**config.mk**
```make
export PLATFORM = sky130hd
export DESIGN_NAME = bfth_hash
export DESIGN_NICKNAME = d
export VERILOG_FILES = /design/src/bfth_pkg.sv /design/src/bfth_hash.sv
export SDC_FILE = /design/constraint.sdc
export NUM_CORES = 1
export LEC_CHECK = 0
export BUFFER_PORTS_ARGS = -buffer_cell sky130_fd_sc_hd__buf_4
export CORE_UTILIZATION = 55
export CTS_BUF_LIST = sky130_fd_sc_hd__clkbuf_4
export CTS_CLUSTER_SIZE = 8
export DETAILED_ROUTE_END_ITERATION = 16
export GPL_TIMING_DRIVEN = 0
export PLACE_DENSITY = 0.75
export REMOVE_ABC_BUFFERS = 1
export SLEW_MARGIN = 10
export SYNTH_ARGS = -nofsm -noshare
export SYNTH_HDL_FRONTEND = slang
export SYNTH_SLANG_ARGS = --single-unit
export TNS_END_PERCENT = 10
```
**constraint.sdc**
```tcl
create_clock -name aclk -period 10.55 [get_ports aclk]
set_clock_uncertainty 0.1 [all_clocks]
set_input_delay 2.11 -clock aclk [delete_from_list [all_inputs] [get_ports aclk]]
set_output_delay 2.11 -clock aclk [all_outputs]
set_load 0.005 [all_outputs]
```
**src/bfth_pkg.sv**
```systemverilog
package bfth_pkg;

    typedef logic [31:0] word_t;

    // hash start values and multipliers
    localparam word_t FNV_START  = 32'd2166136261;
    localparam word_t FNV_PRIME  = 32'd16777619;
    localparam word_t SX_START   = 32'h5bd1e995;
    localparam word_t POLY_START = 32'h811c9dc5;
    localparam word_t POLY_MULT  = 32'd31;
    localparam int    SX_SHIFT   = 5;

    // store row: 32 filter bits per memory word
    localparam int ROW_BITS = 5;
    localparam int ROW_W    = 1 << ROW_BITS;

    // result packing in m_tdata
    localparam int COUNT_OUT_W = 17;
    localparam int OUT_W       = 24;

    typedef logic [ROW_W-1:0] row_t;

    function automatic word_t sext_byte(input logic [7:0] b);
        sext_byte = {{24{b[7]}}, b};
    endfunction

    function automatic word_t fnv_step(input word_t h, input logic [7:0] b);
        word_t x;
        x = h ^ {24'd0, b};
        fnv_step = x * FNV_PRIME;
    endfunction

    function automatic word_t sx_step(input word_t h, input logic [7:0] b);
        sx_step = ((h << SX_SHIFT) + h) ^ sext_byte(b);
    endfunction

    function automatic word_t poly_step(input word_t h, input logic [7:0] b);
        poly_step = (h * POLY_MULT) + sext_byte(b);
    endfunction

endpackage

```
**src/bfth_hash.sv**
```systemverilog
module bfth_hash #(
    parameter int INDEX_BITS = 16
) (
    input  logic                  aclk,
    input  logic                  aresetn,
    input  logic                  advance,
    input  logic                  restart,
    input  logic [7:0]            key_byte,
    output logic [INDEX_BITS-1:0] idx_next [3]
);

    bfth_pkg::word_t fnv_reg, fnv_next;
    bfth_pkg::word_t sx_reg, sx_next;
    bfth_pkg::word_t poly_reg, poly_next;

    assign fnv_next  = bfth_pkg::fnv_step(fnv_reg, key_byte);
    assign sx_next   = bfth_pkg::sx_step(sx_reg, key_byte);
    assign poly_next = bfth_pkg::poly_step(poly_reg, key_byte);

    assign idx_next[0] = fnv_next[INDEX_BITS-1:0];
    assign idx_next[1] = sx_next[INDEX_BITS-1:0];
    assign idx_next[2] = poly_next[INDEX_BITS-1:0];

    always_ff @(posedge aclk) begin
        if (!aresetn) begin
            fnv_reg  <= bfth_pkg::FNV_START;
            sx_reg   <= bfth_pkg::SX_START;
            poly_reg <= bfth_pkg::POLY_START;
        end else if (advance) begin
            if (restart) begin
                // key done: start over for the next one
                fnv_reg  <= bfth_pkg::FNV_START;
                sx_reg   <= bfth_pkg::SX_START;
                poly_reg <= bfth_pkg::POLY_START;
            end else begin
                fnv_reg  <= fnv_next;
                sx_reg   <= sx_next;
                poly_reg <= poly_next;
            end
        end
    end

endmodule

```
==> flow_summary_export.csv <==
group,metric,value,unit
synth,netlist_top_cells_area,"fa_1 (22%), ha_1 (21%), dfxtp_1 (15%), inv_1 (7.5%), xnor2_1 (7.0%)",
synth,synth_commonest_cells,"inv_1 (125), ha_1 (104), fa_1 (68)",
route,vias_per_cell,5.50,
sta,setup_violations,0,
global_route,grt_pass1_vias,4918,
synth,synth_area_leader_cell,"fa_1",
synth,netlist.area_leader.share,21.7,%
place,dp_hpwl,11.5,mm
flow_run,maxCapViolations,0,
clocking,cts_resized,0,
global_route,grt_pass1_wl,23.3,mm
clocking,clkTransAtPathRegs,0.12,ns
synth,yosys_register_bits,48,
route,drt_iter0_markers,222,
sta,hold_viol,0,
place,port_buffers,59,
route,drc,0,
route,ant_nets,0,
sta,drv_slew,0,
global_route,grt_usage,25.3,%
cells_and_area,fin_nets,914,
global_route,grt-ovfl-total,0,
synth,async_reset_ff_share,0,%
clocking,htreeDepth,2,
sta,timing.final.crit_period,9.31,ns
sta,tns,0,ns
floorplan,core_area,11000,µm²
clocking,numClockSinks,48,
sta,finalCritPeriodShare,88.2,%
synth,netlist_area,6290,µm²
floorplan,dieArea,11900,µm²
min_path,hold_class,"reg2reg",
clocking,cts_root_buffer,"clkbuf_4",
synth,yosysMostFrequentCell,"inv_1",
route,wl,13.7,mm
cells_and_area,num_antenna_cells,0,
floorplan,std_cell_rows,38,
place,gp_congestion,0.858,
sta,slew_headroom,17.1,%
clocking,cts_hold_buf,0,
route,routedWlPerCell,15.7,µm
setup_path,crit_type,"in2out",
sta,grt_setup_unrepaired,"no",
synth,synth_edf_count,0,
sta,max_freq,107,MHz
route,via_count,4783,
cells_and_area,area_delta_synth_final,10.3,%
floorplan,initial_core_util,57.2,%
floorplan,die_h,109,µm
clocking,cts_tree,"yes",
synth,ys_seq_area_share,15.3,%
route,drtPass1Iterations,5,
synth,yosys_warnings,0,
floorplan,pin_count,60,
floorplan,die_x,109,µm
clocking,cts.path.max_buffers,2,
clocking,cts_setup_buffers,0,
synth,synth_cells,679,
sta,worst_pin_slew,1.24,ns
cells_and_area,layout-drive-gt1-share,10.4,%
setup_path,worst_setup_path_start_kind,"input pin",
clocking,clock_latency,0.39,ns
outcome,status,"finished clean",
synth,syn_avg_cell_area,9.26,µm²
setup_path,endpoint_kind,"output pin",
synth,synthFlopType,"dfxtp_1",
clocking,cts_buffers,5,
global_route,grt_max_degree,36,
synth,ys_types,52,
setup_path,worstPathArrival,7.10,ns
global_route,antenna_found_initial,0,
setup_path,crit_fanout,6,
setup_path,required,8.34,ns
==> area by class of cell <==
cell class              instances  area [µm²]
clock buffers                   5        37.5
clock inverters                 2        60.1
fillers                       902        4050
inverters                     125         469
multi-input cells             491        4790
flip-flops and latches         48         961
well taps                     140         175
repair buffers                 59         443
==> critical path: stages <==
cell,delay (ns)
buf_4,0.12
xor2_1,0.35
ha_1,0.33
ha_1,0.34
fa_1,0.56
ha_1,0.15
inv_1,0.06
fa_1,0.54
inv_1,0.04
ha_1,0.27
inv_1,0.06
fa_1,0.53
inv_1,0.04
ha_1,0.37
a21o_2,0.24
a21o_1,0.17
a31oi_1,0.22
mux2_2,0.38
o211ai_1,0.09
buf_4,0.13
==> per-stage QoR <==
| stage | area (µm²) | util [%] | cells | setup slack [ns] | hold WS, ns |
|---|---|---|---|---|---|
| 2_1_floorplan | 6220 | - | 664 | 1.90 | 0.354 |
| 3_3_place_gp | 6840 | 62.2 | 863 | 1.29 | 0.370 |
| 3_5_place_dp | 6840 | 62.2 | 863 | 1.23 | 0.378 |
| 4_1_cts | 6930 | 63.1 | 870 | 1.21 | 0.415 |
| 5_1_grt | 6930 | 63.1 | 870 | 1.00 | 0.436 |
| 6_report | 6930 | 63.1 | 870 | 1.24 | 0.412 |
==> cell families (layout without fill, tap and decap cells) <==
group	Yosys count	after routing	synth area share (%)
mux	2	2	0.338
flops	48	48	15.3
buf+inv	140	191	8.56
simple gates	109	109	9.02
compound gates	132	132	13.9
fa+ha+maj	172	172	42.3
xor+xnor	76	76	10.6
==> cell usage in the layout, fill, tap and decap left out, types with 2 or more instances in the layout <==
cell	instances
clkbuf_4	5
a31oi_1	3
nor2_1	17
inv_1	125
a21oi_1	29
ha_1	104
dfxtp_1	48
o21ai_0	29
nand2b_1	8
a22o_1	4
bufinv_16	2
buf_4	59
nor2b_1	20
o21bai_1	4
nand3_1	6
xnor2_1	50
xor2_1	26
o31a_1	2
nor3_1	6
o22ai_1	12
o21a_1	8
o211ai_1	4
a22oi_1	2
and3_1	3
o22a_1	9
a21o_1	12
or3_1	4
fa_1	68
and2_1	7
nand2_1	30
a211oi_1	2
a2bb2oi_1	4
==> worst paths after layout <==
path                      startpoint                        to  slack, ns  cells after the start
max                      key_byte[3]              idx_next[46]       1.24                     20
max reg2reg  fnv_reg[3]$_SDFFE_PN0P_  fnv_reg[14]$_SDFFE_PN0P_       5.17                     18
min          sx_reg[12]$_SDFFE_PN0P_   sx_reg[12]$_SDFFE_PN0P_       0.41                      1
min reg2reg  sx_reg[12]$_SDFFE_PN0P_   sx_reg[12]$_SDFFE_PN0P_       0.41                      1
==> routing by layer <==
metal / global-route usage, % / vias to the layer above / share of wire, %
li1: - / 2330 / -
met1: 34.7 / 2345 / 45
met2: 42.4 / 88 / 48
met3: 2.51 / 20 / 4.3
met4: 6.85 / 0 / 1.8
met5: 0 / - / 0
Power is not shown: default switching activity piles up to over one toggle a cycle in this logic, so the estimate is an artifact.
